==> src/rtl/lhw_pkg.sv <==
// Shared constants, codes and types of the lock hold watchdog.
`default_nettype none

package lhw_pkg;

	// Default number of activity slots.
	localparam int SLOTS_DEFAULT = 1024;

	// Field widths.
	localparam int OP_W      = 3;
	localparam int IDX_W     = 10;
	localparam int CNT_W     = 16;
	localparam int UNCH_W    = 32;
	localparam int TIMEOUT_W = 16;

	localparam logic [TIMEOUT_W-1:0] TIMEOUT_RESET = 16'd60;

	// Remainder unit step counter.
	localparam int DIV_CNT_W = $clog2(UNCH_W);

	// Request queue between the front and the back.
	localparam int QUEUE_DEPTH = 2;
	localparam int QPTR_W      = $clog2(QUEUE_DEPTH);

	// Operation codes on the request channel.
	typedef enum logic [OP_W-1:0] {
		OP_GRAB    = 3'd0,
		OP_RELEASE = 3'd1,
		OP_ACQUIRE = 3'd2,
		OP_UNLOCK  = 3'd3,
		OP_CHECK   = 3'd4
	} op_t;

	// Work classes decided by the front.
	typedef enum logic [2:0] {
		KIND_NOP,
		KIND_GRAB,
		KIND_RELEASE,
		KIND_ACQUIRE,
		KIND_UNLOCK,
		KIND_CHECK
	} kind_t;

	typedef struct packed {
		kind_t              kind;
		logic [IDX_W-1:0]   slot;
	} task_t;

	// One row of the slot table.
	typedef struct packed {
		logic [CNT_W-1:0]  gen;
		logic [CNT_W-1:0]  act;
		logic [CNT_W-1:0]  holds;
		logic [CNT_W-1:0]  seen_gen;
		logic [CNT_W-1:0]  seen_holds;
		logic [UNCH_W-1:0] unch;
	} slot_rec_t;

	typedef enum logic [2:0] {
		BK_CLEAR,
		BK_IDLE,
		BK_UPDATE,
		BK_SCAN,
		BK_DIVIDE
	} back_state_t;

	typedef struct packed {
		logic clearing;
	} back_status_t;

	typedef struct packed {
		logic                 start;
		logic [UNCH_W-1:0]    dividend;
		logic [TIMEOUT_W-1:0] divisor;
	} div_req_t;

	typedef struct packed {
		logic done;
		logic rem_zero;
	} div_rsp_t;

endpackage

`default_nettype wire

==> src/rtl/lhw_queue.sv <==
// Short task queue between the front end and the slot engine.
`default_nettype none

module lhw_queue import lhw_pkg::*; (
	input  logic  clk,
	input  logic  arst_n,
	input  logic  push_valid,
	output logic  push_ready,
	input  task_t push_task,
	output logic  pop_valid,
	input  logic  pop_ready,
	output task_t pop_task
);

	task_t              entries_q [QUEUE_DEPTH];
	logic [QPTR_W-1:0]  wr_ptr_q;
	logic [QPTR_W-1:0]  rd_ptr_q;
	logic [QPTR_W:0]    count_q;
	logic               do_push;
	logic               do_pop;

	assign push_ready = count_q != (QPTR_W+1)'(QUEUE_DEPTH);
	assign pop_valid  = count_q != '0;
	assign pop_task   = entries_q[rd_ptr_q];
	assign do_push    = push_valid && push_ready;
	assign do_pop     = pop_valid && pop_ready;

	always_ff @(posedge clk or negedge arst_n) begin
		if (!arst_n) begin
			wr_ptr_q <= '0;
			rd_ptr_q <= '0;
			count_q  <= '0;
		end else begin
			if (do_push) begin
				wr_ptr_q <= wr_ptr_q + QPTR_W'(1);
			end
			if (do_pop) begin
				rd_ptr_q <= rd_ptr_q + QPTR_W'(1);
			end
			if (do_push && !do_pop) begin
				count_q <= count_q + (QPTR_W+1)'(1);
			end else if (do_pop && !do_push) begin
				count_q <= count_q - (QPTR_W+1)'(1);
			end
		end
	end

	always_ff @(posedge clk) begin
		if (do_push) begin
			entries_q[wr_ptr_q] <= push_task;
		end
	end

endmodule

`default_nettype wire

==> config.mk <==
export PLATFORM = sky130hd
export DESIGN_NAME = lhw_queue
export DESIGN_NICKNAME = d
export VERILOG_FILES = /design/src/rtl/lhw_pkg.sv /design/src/rtl/lhw_queue.sv
export SDC_FILE = /design/constraint.sdc
export NUM_CORES = 1
export LEC_CHECK = 0
export BUFFER_PORTS_ARGS = -buffer_cell sky130_fd_sc_hd__clkbuf_2
export CORE_MARGIN = 5
export CORE_UTILIZATION = 30
export DETAILED_ROUTE_END_ITERATION = 6
export SETUP_SLACK_MARGIN = 0.02
export SLEW_MARGIN = 20
export SYNTH_ARGS = -nofsm -noshare
export SYNTH_HDL_FRONTEND = slang
export SYNTH_SLANG_ARGS = --single-unit
==> constraint.sdc <==
create_clock -name clk -period 2.1 [get_ports clk]
set_input_delay 0.21 -clock clk [delete_from_list [all_inputs] [get_ports clk]]
set_output_delay 0.21 -clock clk [all_outputs]
set_load 0.05 [all_outputs]
==> results.py <==
metrics = {
    "outcome": {
        "status": "completed",
    },
    "floorplanning": {
        "rows": 22,
        "die_h_um": 71.8,
        "design.core.area_um2": 3690,
        "start_util_pct": 31.0,
        "die_x_um": 71.8,
        "dieArea_um2": 5150,
        "pin_count": 32,
    },
    "cells_and_area": {
        "instances_no_fill": 148,
        "area_delta_synth_final_pct": 27.8,
        "diodes": 0,
        "nFillCells": 365,
        "nets": 117,
        "drive_gt1_share_pct": 56.0,
        "postLayoutCellArea_um2": 1460,
    },
    "pwr": {
        "p_leak_nw": 0.588,
        "vdd_ir_drop_max_mv": 0.652,
        "powerDensity_nw_per_um2": 1630,
        "total_power_mw": 2.38,
    },
    "logic_synthesis": {
        "synth_edf_count": 26,
        "synth_area_leaders": "edfxtp_1 (68%), mux2_2 (13%), dfrtp_1 (8.7%)",
        "ys_types": 14,
        "synth_nets": 76,
        "ys_ff_latch": 30,
        "ys.flop_type": "edfxtp_1",
        "synth_area_leader_cell": "edfxtp_1",
        "synth_top_area_share_pct": 68.2,
        "yosysWarnings": 0,
        "ys_seq_area_share_pct": 76.9,
        "synthArstFlopShare_pct": 13.3,
        "synth_common_cells": "edfxtp_1 (26), mux2_2 (13), dfrtp_1 (4)",
        "syn_area_per_cell_um2": 19.7,
        "synth_area_um2": 1140,
        "syn_inst": 58,
        "yosysMostFrequentCell": "edfxtp_1",
    },
    "clock_tree": {
        "clk-insertion-delay-late_ns": 0.28,
        "clkTransAtPathRegs_ns": 0.06,
        "cts_setup_buffers": 0,
        "cts_buffers": 5,
        "h-tree-depth": 2,
        "cts_tree": "yes",
        "clockRootBuffer": "clkbuf_8",
        "clockBufferDepth": 2,
        "clock_sinks": 30,
    },
    "timing": {
        "hold_viol_final": 0,
        "setup_viol": 0,
        "max_freq_mhz": 542,
        "final_max_slew_viol_count": 0,
        "holdWs_ns": 0.120,
        "max_slew_margin_pct": 61.5,
        "timing.final.crit_share_pct": 87.9,
        "grt_setup_unrepaired": "false",
        "min_period_ns": 1.85,
        "tns_ns": 0,
        "tightest_slew_ns": 0.577,
        "skew_ns": 0.00856,
    },
    "route": {
        "antenna_left": 0,
        "dr.pass1.iters": 4,
        "vias": 605,
        "drt-initial-drc-count": 13,
        "via_per_inst": 4.09,
        "drc": 0,
        "routed_wl_um": 1960,
        "routedWlPerCell_um": 13.3,
    },
    "setup_path": {
        "worstPathMaxFanout": 14,
        "worst-setup-path-type": "reg2out",
        "start_kind": "register",
        "end_kind": "output port",
        "crit_required_ns": 1.89,
        "cp_slowest_cell": "dfrtp_1",
        "slowest_delay_ns": 0.71,
        "worstPathArrival_ns": 1.64,
        "path_cells": "mux2_2 -> clkbuf_2",
    },
    "placed_design": {
        "dp.cells": 139,
        "io_buffers": 31,
        "post-dp-hpwl_um": 1450,
        "place_area_um2": 1370,
        "place_congestion": 0.607,
    },
    "global_routing": {
        "met2_usage_pct": 13.9,
        "grt_pass1_vias": 658,
        "grt_pass1_wl_um": 3220,
        "grt.total_usage_pct": 8.68,
        "grt_overflow_total": 0,
        "antenna_found_initial": 0,
        "met1_usage_pct": 9.32,
        "top_usage_layer": "met2",
        "grtUsageMet3_pct": 5.05,
        "grt_max_degree": 15,
    },
    "run": {
        "max-cap-violations": 0,
    },
    "min_path": {
        "min_path_type": "in2reg",
    },
}
worst max-delay path, delay by kind of cell (launching register included):
| kind | cells | cell delay (ns) |
|---|---|---|
| multiplexers | 1 | 0.41 |
| flip-flops | 1 | 0.71 |
| buffers and inverters | 1 | 0.24 |
metal layers:
metal  routed length (um)  up-vias
met5                    0        -
met4                   31        0
met3                  147        5
met2                 1010       21
met1                  780      282
li1                     -      297
kinds of logic (layout without fill, tap and decap cells):
logic type	after synthesis	in the layout	synth area share [%]
buffers and inverters	2	44	1.31
muxes	13	13	12.8
and+or+nand+nor	7	7	4.04
adders and majority gates	1	1	1.09
xor gates and xnor gates	5	5	3.83
DFF	30	30	76.9
cells in the final DEF (no fill, tap or decap), types with 2 or more instances in the layout:
cell      netlist  final
buf_4           0      3
clkbuf_2        0     31
clkbuf_8        0      5
dfrtp_1         4      4
edfxtp_1       26     26
mux2_2         13     13
nor2_1          2      2
xnor2_1         3      3
xor2_1          2      2
layout make-up:
cell class / count / area (um2) / share of cell area, %
Inverter: 1 / 3.75 / 0.257
Sequential cell: 30 / 881 / 60.2
Multi-Input combinational cell: 26 / 249 / 17.0
Tap cell: 48 / 60.1 / 4.11
Clock inverter: 2 / 8.76 / 0.599
Timing Repair Buffer: 35 / 188 / 12.8
Clock buffer: 6 / 72.6 / 4.96
through the flow:
step / utilization [%] / setup slack [ns]
2_1_floorplan: - / 0.380
3_3_place_gp: 37.2 / 0.526
3_5_place_dp: 37.2 / 0.525
4_1_cts: 39.7 / 0.204
5_1_grt: 39.7 / 0.125
6_report: 39.7 / 0.254
flip-flops by register name, indices dropped and copies added, names as in the netlist:
register	count
rd_ptr_q	1
wr_ptr_q	1
entries_q	26
count_q	2
worst paths after layout:
check | startpoint | endpoint | slack, ns | cells after the start
worst max-delay path | rd_ptr_q | pop_task[4] | 0.25 | 2
worst min-delay path | push_task[1] | entries_q[1][1] | 0.12 | 1
worst max register to register | count_q[0] | count_q[1] | 0.61 | 6
worst min register to register | wr_ptr_q | wr_ptr_q | 0.51 | 1
max in group asynchronous | arst_n | wr_ptr_q | 1.72 | 2
min in group asynchronous | arst_n | count_q[1] | 0.26 | 2
power breakdown:
group	switching [mW]	total [mW]	internal, mW
Combinational	0.691	1.02	0.329
Sequential	0.110	0.936	0.826
Clock	0.198	0.425	0.227
Total	0.999	2.38	1.38
timing repair:
| action | 4_1_cts | 5_1_grt |
|---|---|---|
| gates resized for setup | 0 | 0 |
| hold endpoints to repair | 4 | 0 |
| hold buffers | 1 | 0 |
No activity file was read; power rests on OpenSTA's default activity.
