File: config.mk
export PLATFORM = sky130hd
export DESIGN_NAME = lhw_div
export DESIGN_NICKNAME = d
export VERILOG_FILES = /design/src/rtl/lhw_pkg.sv /design/src/rtl/lhw_div.sv
export SDC_FILE = /design/constraint.sdc
export NUM_CORES = 1
export LEC_CHECK = 0
export BUFFER_PORTS_ARGS = -buffer_cell sky130_fd_sc_hd__buf_2
export CAP_MARGIN = 20
export CORE_MARGIN = 4
export CORE_UTILIZATION = 61
export DETAILED_ROUTE_END_ITERATION = 10
export GPL_TIMING_DRIVEN = 1
export PLACE_DENSITY = 0.82
export SLEW_MARGIN = 5
export SYNTH_ARGS = -nofsm -noshare
export SYNTH_HDL_FRONTEND = slang
export SYNTH_SLANG_ARGS = --single-unit
File: constraint.sdc
create_clock -name clk -period 6 [get_ports clk]
set_clock_uncertainty 0.15 [all_clocks]
set_input_delay 1.2 -clock clk [delete_from_list [all_inputs] [get_ports clk]]
set_output_delay 1.2 -clock clk [all_outputs]
set_load 0.01 [all_outputs]
File: src/rtl/lhw_pkg.sv
// Shared constants, codes and types of the lock hold watchdog.
`default_nettype none

package lhw_pkg;

	// Default number of activity slots.
	localparam int SLOTS_DEFAULT = 1024;

	// Field widths.
	localparam int OP_W      = 3;
	localparam int IDX_W     = 10;
	localparam int CNT_W     = 16;
	localparam int UNCH_W    = 32;
	localparam int TIMEOUT_W = 16;

	localparam logic [TIMEOUT_W-1:0] TIMEOUT_RESET = 16'd60;

	// Remainder unit step counter.
	localparam int DIV_CNT_W = $clog2(UNCH_W);

	// Request queue between the front and the back.
	localparam int QUEUE_DEPTH = 2;
	localparam int QPTR_W      = $clog2(QUEUE_DEPTH);

	// Operation codes on the request channel.
	typedef enum logic [OP_W-1:0] {
		OP_GRAB    = 3'd0,
		OP_RELEASE = 3'd1,
		OP_ACQUIRE = 3'd2,
		OP_UNLOCK  = 3'd3,
		OP_CHECK   = 3'd4
	} op_t;

	// Work classes decided by the front.
	typedef enum logic [2:0] {
		KIND_NOP,
		KIND_GRAB,
		KIND_RELEASE,
		KIND_ACQUIRE,
		KIND_UNLOCK,
		KIND_CHECK
	} kind_t;

	typedef struct packed {
		kind_t              kind;
		logic [IDX_W-1:0]   slot;
	} task_t;

	// One row of the slot table.
	typedef struct packed {
		logic [CNT_W-1:0]  gen;
		logic [CNT_W-1:0]  act;
		logic [CNT_W-1:0]  holds;
		logic [CNT_W-1:0]  seen_gen;
		logic [CNT_W-1:0]  seen_holds;
		logic [UNCH_W-1:0] unch;
	} slot_rec_t;

	typedef enum logic [2:0] {
		BK_CLEAR,
		BK_IDLE,
		BK_UPDATE,
		BK_SCAN,
		BK_DIVIDE
	} back_state_t;

	typedef struct packed {
		logic clearing;
	} back_status_t;

	typedef struct packed {
		logic                 start;
		logic [UNCH_W-1:0]    dividend;
		logic [TIMEOUT_W-1:0] divisor;
	} div_req_t;

	typedef struct packed {
		logic done;
		logic rem_zero;
	} div_rsp_t;

endpackage

`default_nettype wire

File: src/rtl/lhw_div.sv
// Bit-serial remainder unit for the stall timeout test.
`default_nettype none

module lhw_div import lhw_pkg::*; (
	input  logic     clk,
	input  logic     arst_n,
	input  div_req_t req,
	output div_rsp_t rsp
);

	logic                 busy_q;
	logic                 done_q;
	logic [DIV_CNT_W-1:0] cnt_q;
	logic [UNCH_W-1:0]    num_q;
	logic [TIMEOUT_W-1:0] den_q;
	logic [TIMEOUT_W-1:0] rem_q;
	logic [TIMEOUT_W:0]   trial;
	logic [TIMEOUT_W:0]   diff;
	logic [TIMEOUT_W-1:0] rem_next;

	// Restoring step: the partial remainder stays below the divisor.
	assign trial    = {rem_q, num_q[UNCH_W-1]};
	assign diff     = trial - {1'b0, den_q};
	assign rem_next = (trial >= {1'b0, den_q}) ? diff[TIMEOUT_W-1:0]
	                                           : trial[TIMEOUT_W-1:0];

	always_ff @(posedge clk or negedge arst_n) begin
		if (!arst_n) begin
			busy_q <= 1'b0;
			done_q <= 1'b0;
			cnt_q  <= '0;
		end else begin
			done_q <= 1'b0;
			if (req.start && !busy_q) begin
				busy_q <= 1'b1;
				cnt_q  <= DIV_CNT_W'(UNCH_W - 1);
			end else if (busy_q) begin
				cnt_q <= cnt_q - DIV_CNT_W'(1);
				if (cnt_q == '0) begin
					busy_q <= 1'b0;
					done_q <= 1'b1;
				end
			end
		end
	end

	always_ff @(posedge clk) begin
		if (req.start && !busy_q) begin
			num_q <= req.dividend;
			den_q <= req.divisor;
			rem_q <= '0;
		end else if (busy_q) begin
			num_q <= {num_q[UNCH_W-2:0], 1'b0};
			rem_q <= rem_next;
		end
	end

	assign rsp.done     = done_q;
	assign rsp.rem_zero = rem_q == '0;

endmodule

`default_nettype wire

==> flow_summary.json, run 1 <==
{
  "status": "finished, final reports clean",
  "routed_wl_um": 7250,
  "synth_seq_area_share": 0.534,
  "cts_hold_buf": 0,
  "clock_path_buffers": 2,
  "grt.busiest_layer": "met2",
  "drive_gt1_frac": 0.287,
  "critical_path_class": "flop to flop",
  "drv_cap": 0,
  "htree_levels": 3,
  "fillerInstances": 398,
  "grt_pass1_wl_um": 11700,
  "met3_usage": 0.0505,
  "final_common_cell": "buf_2",
  "grt-ovfl-total": 0,
  "cts_root_buffer": "clkbuf_8",
  "cts_sinks": 71,
  "met2_usage": 0.345,
  "setup_violations": 0,
  "syn_to_final_growth_pct": 15.7,
  "clk_pin_slew_ns": 0.07,
  "grt_use_met1": 0.259,
  "cp.required_ns": 6.09,
  "dieArea_um2": 7250,
  "layout_common_cells": "buf_2, edfxtp_1, nand2_1",
  "synth_flop_cell": "edfxtp_1",
  "worstPathArrival_ns": 3.15,
  "core_area_um2": 5640,
  "pin_count": 53,
  "initial_core_util": 0.643,
  "vias_per_cell": 5.77,
  "timing.final.crit_share": 0.510,
  "portBuffers": 52,
  "finalHoldViolCount": 0,
  "cts_setup_buffers": 0,
  "path_max_fanout": 25,
  "die_h_um": 85.1,
  "postRouteAntennaNets": 0,
  "seq_area_um2": 1940,
  "syn_area_um2": 3630,
  "cts_tree": "yes",
  "multi_input_area_um2": 1560,
  "worstMarginPinSlew_ns": 0.978,
  "synth_nets": 384,
  "grt_start_max_net_pins": 39,
  "clock_latency_ns": 0.35,
  "antenna_found_initial": 0,
  "drc": 0,
  "fin_area_um2": 4200,
  "die_w_um": 85.1,
  "cp-end-kind": "flop",
  "synth_edf_count": 48,
  "ctsResizeCount": 0,
  "hold_path_class": "flop to flop",
  "synthDistinctLibCells": 48,
  "final_util": 0.744,
  "syn_inst": 314,
  "max_clock_freq_mhz": 327,
  "layout.cells.non_filler": 445,
  "p_leak_nw": 1.80,
  "async_reset_ff_frac": 0.0986,
  "dp.cells": 428,
  "placed_cell_area_um2": 3950,
  "synth-seq-cells": 71,
  "dr.pass1.iters": 4,
  "final_nets": 439,
  "grt_pass1_vias": 2511,
  "cts_made_buffers": 9,
  "avgSynthCellArea_um2": 11.6,
  "vdd_ir_drop_max_mv": 0.286,
  "slew_headroom": 0.347,
  "rows": 27,
  "ys_warn_count": 0,
  "gp_congestion": 0.878,
  "drv_slew": 0,
  "antennaDiodeCount": 0,
  "hpwl_um": 5050,
  "track_usage": 0.208,
  "rsz0062_at_grt": "false",
  "fin_setup_tns_ns": 0,
  "worstSetupStartpointType": "flop",
  "powerDensity_nw_per_um2": 521,
  "wl_per_cell_um": 16.3,
  "vias": 2566,
  "period_needed_ns": 3.06,
  "drt_iter0_markers": 194
}
report_power, final:
| group | switching, mW | internal (mW) |
|---|---|---|
| combinational | 0.481 | 0.432 |
| clock | 0.179 | 0.231 |
| sequential | 0.123 | 0.739 |
| total | 0.784 | 1.40 |
worst paths after layout:
| check | from | to | slack (ns) | cells past startpoint |
|---|---|---|---|---|
| setup reg to reg | rem_q[5]$_SDFFE_PP0P_ | rem_q[5]$_SDFFE_PP0P_ | 2.94 | 8 |
| setup / recovery | rem_q[5]$_SDFFE_PP0P_ | rem_q[5]$_SDFFE_PP0P_ | 2.94 | 8 |
| min in group asynchronous | arst_n | done_q$_DFF_PN0_ | 0.52 | 1 |
| max in group asynchronous | arst_n | busy_q$_DFF_PN0_ | 5.03 | 1 |
| hold reg to reg | cnt_q[0]$_DFFE_PN0P_ | cnt_q[0]$_DFFE_PN0P_ | 0.37 | 1 |
| hold / removal | cnt_q[0]$_DFFE_PN0P_ | cnt_q[0]$_DFFE_PN0P_ | 0.37 | 1 |
routing by layer:
layer / vias to the layer above / part of all wire
met2: 64 / 0.51
met1: 1221 / 0.42
met3: 15 / 0.050
li1: 1266 / -
met5: - / 0
met4: 0 / 0.019
logic make-up after synthesis:
group                      after synthesis  synth area share
DFF                                     71             0.534
muxes                                   33             0.102
and+or+nand+nor                         79             0.104
buffers and inverters                   36            0.0386
AOI/OAI and AO/OA                       61             0.118
xor gates and xnor gates                15            0.0362
adders and majority gates               19            0.0676
critical path: stages, from the launching register on:
cell	delay [ns]
dfxtp_1	0.36
ha_1	0.41
and4_1	0.33
nand4_1	0.14
nand3_1	0.13
a211oi_2	0.07
nor2_2	0.77
mux2_1	0.40
a22o_1	0.18
stage by stage:
stage / power [mW] / hold WS [ns] / setup slack (ns)
global route: 2.34 / 0.384 / 2.77
CTS: 2.18 / 0.363 / 2.94
detailed placement: 1.76 / 0.353 / 2.81
global placement: 1.71 / 0.344 / 2.92
floorplan: 1.56 / 0.305 / 2.94
finish: 2.19 / 0.369 / 2.94
area by class of cell:
| type | count | share of cell area |
|---|---|---|
| clock buffers | 9 | 0.0295 |
| clock inverters | 6 | 0.0206 |
| inverters | 24 | 0.0215 |
| multi-input cells | 207 | 0.371 |
| flip-flops and latches | 71 | 0.462 |
| well taps | 72 | 0.0215 |
| repair buffers | 56 | 0.0739 |
Yosys cell counts, drive strengths merged, types with 4 or more instances:
library cell	number	share of area
a21oi	13	0.018
nor2	8	0.0090
o21ai	9	0.012
nand2	35	0.036
o221ai	4	0.0097
mux2	32	0.099
o211ai	9	0.019
nand3	16	0.023
xnor2	11	0.027
edfxtp	48	0.40
nor4	4	0.0069
inv	24	0.025
o21a	4	0.0083
dfrtp	7	0.048
clkbuf	9	0.0093
a211oi	4	0.011
xor2	4	0.0097
dfxtp	16	0.088
ha	18	0.062
registers in the layout, indices dropped and copies added, names as in the netlist:
name,flops
den_q,16
cnt_q,5
num_q,32
done_q,1
rem_q,16
busy_q,1
Power figures use the tool's default switching activity.
==> run 2: changes to the inputs <==
CORE_UTILIZATION = 51   (was 61)
PLACE_DENSITY = 0.73   (was 0.82)
clock period = 2.76 ns   (was 6 ns; I/O delays follow)
==> run 2 against run 1 <==
Die area is 18% higher. Via count stayed put. Worst hold slack got worse by 0.15 ns. Sequential power is 110% higher. Core utilization shrank 11 points. Total power grew 120%. Non-clock buffer count grew 9. Final cell count is 7.6% higher. Flip-flop and latch count is the same. Critical path type unchanged. Largest power group unchanged.
==> flow_summary.json, run 2 (synthesis results as in run 1) <==
{
  "slew_headroom": 0.716,
  "cts_root_buffer": "clkbuf_8",
  "p_leak_nw": 1.85,
  "cp.required_ns": 2.82,
  "largest_register_ff_count": 32,
  "antennaDiodeCount": 0,
  "portBuffers": 52,
  "fin_area_um2": 4330,
  "rsz0062_at_grt": "true",
  "dr.pass1.iters": 4,
  "clock_path_buffers": 2,
  "wl_per_cell_um": 14.5,
  "dieArea_um2": 8530,
  "pin_count": 53,
  "hold_end": "den_q[1]$_DFFE_PP_",
  "max_clock_freq_mhz": 374,
  "path_max_fanout": 3,
  "vdd_ir_drop_max_mv": 0.497,
  "placed_cell_area_um2": 4060,
  "grt_pass1_wl_um": 11600,
  "r2r-start": "num_q[31]$_DFFE_PP_",
  "r2r-end": "rem_q[12]$_SDFFE_PP0P_",
  "rows": 30,
  "seq_area_um2": 1940,
  "vias_per_cell": 5.36,
  "gp_congestion": 0.896,
  "final_util": 0.630,
  "drv_slew": 0,
  "cts_tree": "yes",
  "postRouteAntennaNets": 0,
  "layout.cells.non_filler": 479,
  "hpwl_um": 4890,
  "antenna_found_initial": 0,
  "track_usage": 0.172,
  "grt_pass1_vias": 2516,
  "cts_sinks": 71,
  "timing.final.crit_share": 0.969,
  "setup_violations": 0,
  "hold_path_class": "primary input to flop",
  "clock_latency_ns": 0.35,
  "fillerInstances": 572,
  "final_nets": 448,
  "drt_iter0_markers": 131,
  "clk_pin_slew_ns": 0.08,
  "routed_wl_um": 6970,
  "multi_input_area_um2": 1580,
  "worstPathArrival_ns": 2.73,
  "drv_cap": 0,
  "grt-ovfl-total": 0,
  "initial_core_util": 0.528,
  "layout_common_cells": "buf_2, edfxtp_1, nand2_1",
  "dp.cells": 461,
  "hold_depth": 1,
  "reg_top3": "num_q x32, den_q x16, rem_q x16",
  "vias": 2566,
  "worstSetupStartpointType": "flop",
  "reg2reg_depth": 11,
  "period_needed_ns": 2.67,
  "cp-end-kind": "flop",
  "core_area_um2": 6870,
  "final_common_cell": "buf_2",
  "hold_start": "req[1]",
  "htree_levels": 3,
  "worstMarginPinSlew_ns": 0.426,
  "top_register": "num_q",
  "die_h_um": 92.4,
  "worst-r2r-setup-slack_ns": 0.09,
  "finalHoldViolCount": 0,
  "drive_gt1_frac": 0.316,
  "drc": 0,
  "syn_to_final_growth_pct": 19.2,
  "grt_start_max_net_pins": 41,
  "status": "finished, final reports clean",
  "powerDensity_nw_per_um2": 1130,
  "die_w_um": 92.4,
  "cts_made_buffers": 9,
  "critical_path_class": "flop to flop"
}
run 2: cell types whose count changed in the layout (fill, tap and decap cells not counted), moves of 2 or more:
cell	previous run	this run
clkinv_2	2	0
inv_2	0	2
inv_6	0	3
inv_1	24	22
buf_4	3	11
run 2: worst max-delay path: stages, from the launching register on:
cell and delay (ns):
edfxtp_1 0.40, inv_2 0.10, ha_4 0.14, inv_2 0.03, fa_2 0.33, a211o_1 0.31, a211oi_2 0.26, o21ai_1 0.10
or2_1 0.22, a31oi_1 0.19, xor2_1 0.16, o221ai_1 0.14
run 2: repair_timing:
action | CTS | global route
resized for setup | 1 | 6
setup endpoints to repair | 1 | 1
cloned | 0 | 0
pin swaps | 0 | 5
hold buffers | 1 | 0
endpoints found under the hold margin | 7 | 0
setup buffers | 0 | 1
run 2: final cells by class:
| class | instances | area share |
|---|---|---|
| Sequential cell | 71 | 0.448 |
| Multi-Input combinational cell | 207 | 0.365 |
| Clock buffer | 9 | 0.0286 |
| Timing Repair Buffer | 65 | 0.0862 |
| Inverter | 24 | 0.0208 |
| Clock inverter | 7 | 0.0240 |
| Tap cell | 96 | 0.0278 |
run 2: worst max-delay path by stage:
stage | from | endpoint | slack (ns) | cells after the start
after floorplan | num_q[31]$_DFFE_PP_ | rem_q[12]$_SDFFE_PP0P_ | 0.11 | 11
after global placement | num_q[31]$_DFFE_PP_ | rem_q[12]$_SDFFE_PP0P_ | 0.03 | 11
after detailed placement | num_q[31]$_DFFE_PP_ | rem_q[12]$_SDFFE_PP0P_ | -0.02 | 11
after CTS | num_q[31]$_DFFE_PP_ | rem_q[12]$_SDFFE_PP0P_ | 0.01 | 11
after global routing | num_q[31]$_DFFE_PP_ | rem_q[12]$_SDFFE_PP0P_ | -0.03 | 11
final | num_q[31]$_DFFE_PP_ | rem_q[12]$_SDFFE_PP0P_ | 0.09 | 11
run 2: power by group:
part	internal (mW)	switching (mW)	total, mW
registers	1.60	0.230	1.83
logic	1.04	1.08	2.12
clock network	0.521	0.420	0.941
total	3.16	1.73	4.89
run 2: layer usage:
layer	track usage	vias to the layer above	routed length [um]
li1	-	1279	-
met1	0.226	1226	3170
met2	0.274	49	3410
met3	0.0301	12	252
met4	0.0866	0	127
met5	0	-	0
run 2: stage by stage:
stage	setup TNS (ns)	hold WS (ns)	power, mW	setup slack (ns)
after detailed placement	-0.0237	0.239	3.91	-0.0237
after CTS	0	0.204	4.89	0.0140
final	0	0.224	4.89	0.0862
after global routing	-0.0348	0.210	5.26	-0.0348
after floorplan	0	0.106	3.38	0.114
after global placement	0	0.239	3.83	0.0300
==> run 3: changes to the inputs <==
CELL_PAD_IN_SITES_DETAIL_PLACEMENT = 1   (was default)
CELL_PAD_IN_SITES_GLOBAL_PLACEMENT = 2   (was default)
CORE_UTILIZATION = 34   (was 51)
GPL_TIMING_DRIVEN = 0   (was 1)
PLACE_DENSITY = 0.74   (was 0.73)
==> run 3 against run 2 <==
Die area grew 45%. Flip-flop and latch count is the same. Critical path depth is the same. Wire length grew 19%. Global-route usage shrank 3.5 points. The run now ends with setup timing left. Register-to-register slack lost 0.10 ns. Sequential power is essentially flat. Worst setup slack lost 0.10 ns. Largest power group unchanged. Combinational power grew 5%. Worst hold slack gained 0.0083 ns.
==> flow_summary.json, run 3 (synthesis results as in run 1) <==
{
  "internal-power_mw": 2.97,
  "drt_iter0_markers": 96,
  "worstSetupStartpointType": "flop",
  "gp_congestion": 0.781,
  "worstMarginPinSlew_ns": 0.669,
  "slew_headroom": 0.554,
  "pin_count": 53,
  "wl_per_cell_um": 15.9,
  "vias_per_cell": 5.02,
  "vias": 2633,
  "grt-ovfl-total": 0,
  "cts_sinks": 71,
  "core_area_um2": 10400,
  "path_max_fanout": 3,
  "final_common_cell": "buf_2",
  "max_clock_freq_mhz": 361,
  "drc": 0,
  "initial_core_util": 0.350,
  "reg_top3": "num_q x32, den_q x16, rem_q x16",
  "top_register": "num_q",
  "clock_latency_ns": 0.34,
  "finalHoldViolCount": 0,
  "cts_root_buffer": "clkbuf_8",
  "syn_to_final_growth_pct": 20.6,
  "layout_common_cells": "buf_2, edfxtp_1, nand2_1",
  "status": "finished, violations left",
  "dieArea_um2": 12400,
  "swShare": 0.385,
  "antenna_found_initial": 0,
  "cp-end-kind": "flop",
  "die_w_um": 111,
  "power_mw": 4.83,
  "timing.final.crit_share": 1.00,
  "dr.pass1.iters": 4,
  "hold_path_class": "primary input to flop",
  "placed_cell_area_um2": 4090,
  "period_needed_ns": 2.77,
  "setup_violations": 1,
  "combPwrFrac": 0.462,
  "htree_levels": 3,
  "p_leak_nw": 1.82,
  "clk_pin_slew_ns": 0.08,
  "switchingPower_mw": 1.86,
  "place_ws_ns": -0.460,
  "grt_pass1_vias": 2785,
  "clock_path_buffers": 2,
  "grt_pass1_wl_um": 13700,
  "fillerInstances": 1157,
  "largest_register_ff_count": 32,
  "drv_cap": 0,
  "track_usage": 0.137,
  "rows": 37,
  "final_util": 0.422,
  "grt_start_max_net_pins": 26,
  "sequentialPowerShare": 0.383,
  "postRouteAntennaNets": 0,
  "drive_gt1_frac": 0.312,
  "setup_ws_ns": -0.0133,
  "powerDensity_nw_per_um2": 1100,
  "critical_path_class": "flop to flop",
  "fin_area_um2": 4380,
  "final_nets": 453,
  "cts_tree": "yes",
  "antennaDiodeCount": 0,
  "die_h_um": 111,
  "hold_slack_ns": 0.232,
  "cp.required_ns": 2.82,
  "portBuffers": 52,
  "vdd_ir_drop_max_mv": 0.341,
  "multi_input_area_um2": 1620,
  "seq_area_um2": 1940,
  "cts_made_buffers": 9,
  "hpwl_um": 6130,
  "worstPathArrival_ns": 2.84,
  "failed_checks": "setup timing",
  "drv_slew": 0,
  "routed_wl_um": 8310,
  "clock_power_share": 0.155,
  "rsz0062_at_grt": "true"
}
run 3: cell count changes in the layout (fill, tap and decap cells not counted), moves of 2 or more:
| cell | before | now |
|---|---|---|
| bufinv_16 | 2 | 0 |
| clkbuf_1 | 0 | 7 |
| clkinvlp_4 | 0 | 2 |
| a211oi_4 | 0 | 2 |
| clkbuf_2 | 0 | 2 |
| inv_6 | 3 | 0 |
| a211oi_2 | 3 | 1 |
| buf_4 | 11 | 5 |
run 3: final timing paths:
| path | from | to | slack (ns) | depth (start not counted) |
|---|---|---|---|---|
| worst max-delay path | num_q[31]$_DFFE_PP_ | rem_q[12]$_SDFFE_PP0P_ | -0.01 | 11 |
| worst min-delay path | req[8] | den_q[8]$_DFFE_PP_ | 0.23 | 1 |
| worst max register to register | num_q[31]$_DFFE_PP_ | rem_q[12]$_SDFFE_PP0P_ | -0.01 | 11 |
| worst min register to register | cnt_q[4]$_DFFE_PN0P_ | done_q$_DFF_PN0_ | 0.36 | 1 |
| max in group asynchronous | arst_n | cnt_q[1]$_DFFE_PN0P_ | 1.89 | 2 |
| min in group asynchronous | arst_n | cnt_q[3]$_DFFE_PN0P_ | 0.41 | 2 |
run 3: layout make-up:
class | count | area share
buffer | 12 | 0.0120
clock buffer | 9 | 0.0283
clock inverter | 7 | 0.0114
inverter | 24 | 0.0206
multi-input combinational | 207 | 0.371
sequential | 71 | 0.443
tap | 136 | 0.0389
timing repair buffer | 58 | 0.0749
run 3: per-layer routing:
| layer | GRT usage | vias up | share of wire |
|---|---|---|---|
| met1 | 0.186 | 1284 | 0.48 |
| met5 | 0 | - | 0 |
| li1 | - | 1295 | - |
| met2 | 0.211 | 45 | 0.46 |
| met4 | 0.0454 | 0 | 0.013 |
| met3 | 0.0393 | 9 | 0.045 |
run 3: repair_timing:
item	in CTS	in global routing
gates resized for setup	7	10
hold endpoints to repair	7	0
buffers inserted	5	0
endpoints found under the setup margin	8	11
pin swaps	8	4
hold buffers	1	0
run 3: critical path, cell delays in order (launching register included):
cell	delay [ns]
edfxtp_1	0.39
inv_2	0.09
ha_4	0.14
inv_2	0.03
fa_2	0.34
a211o_1	0.33
a211oi_4	0.30
o21ai_2	0.09
or2_1	0.23
a31oi_2	0.19
xor2_1	0.24
o221ai_1	0.13
run 3: power by group through the flow:
stage / Sequential (mW) / Combinational [mW] / Clock (mW)
final: 1.85 / 2.23 / 0.750
after global routing: 1.91 / 2.51 / 0.825
after detailed placement: 1.87 / 2.06 / 0
after CTS: 1.86 / 2.15 / 0.777
after global placement: 1.87 / 1.99 / 0
after floorplan: 1.78 / 1.60 / 0
run 3: stage by stage:
| step | setup TNS, ns | std cells |
|---|---|---|
| floorplan | 0 | 314 |
| global placement | -3.43 | 502 |
| detailed placement | -0.826 | 503 |
| CTS | -0.138 | 524 |
| global route | -0.317 | 524 |
| finish | -0.0133 | 524 |
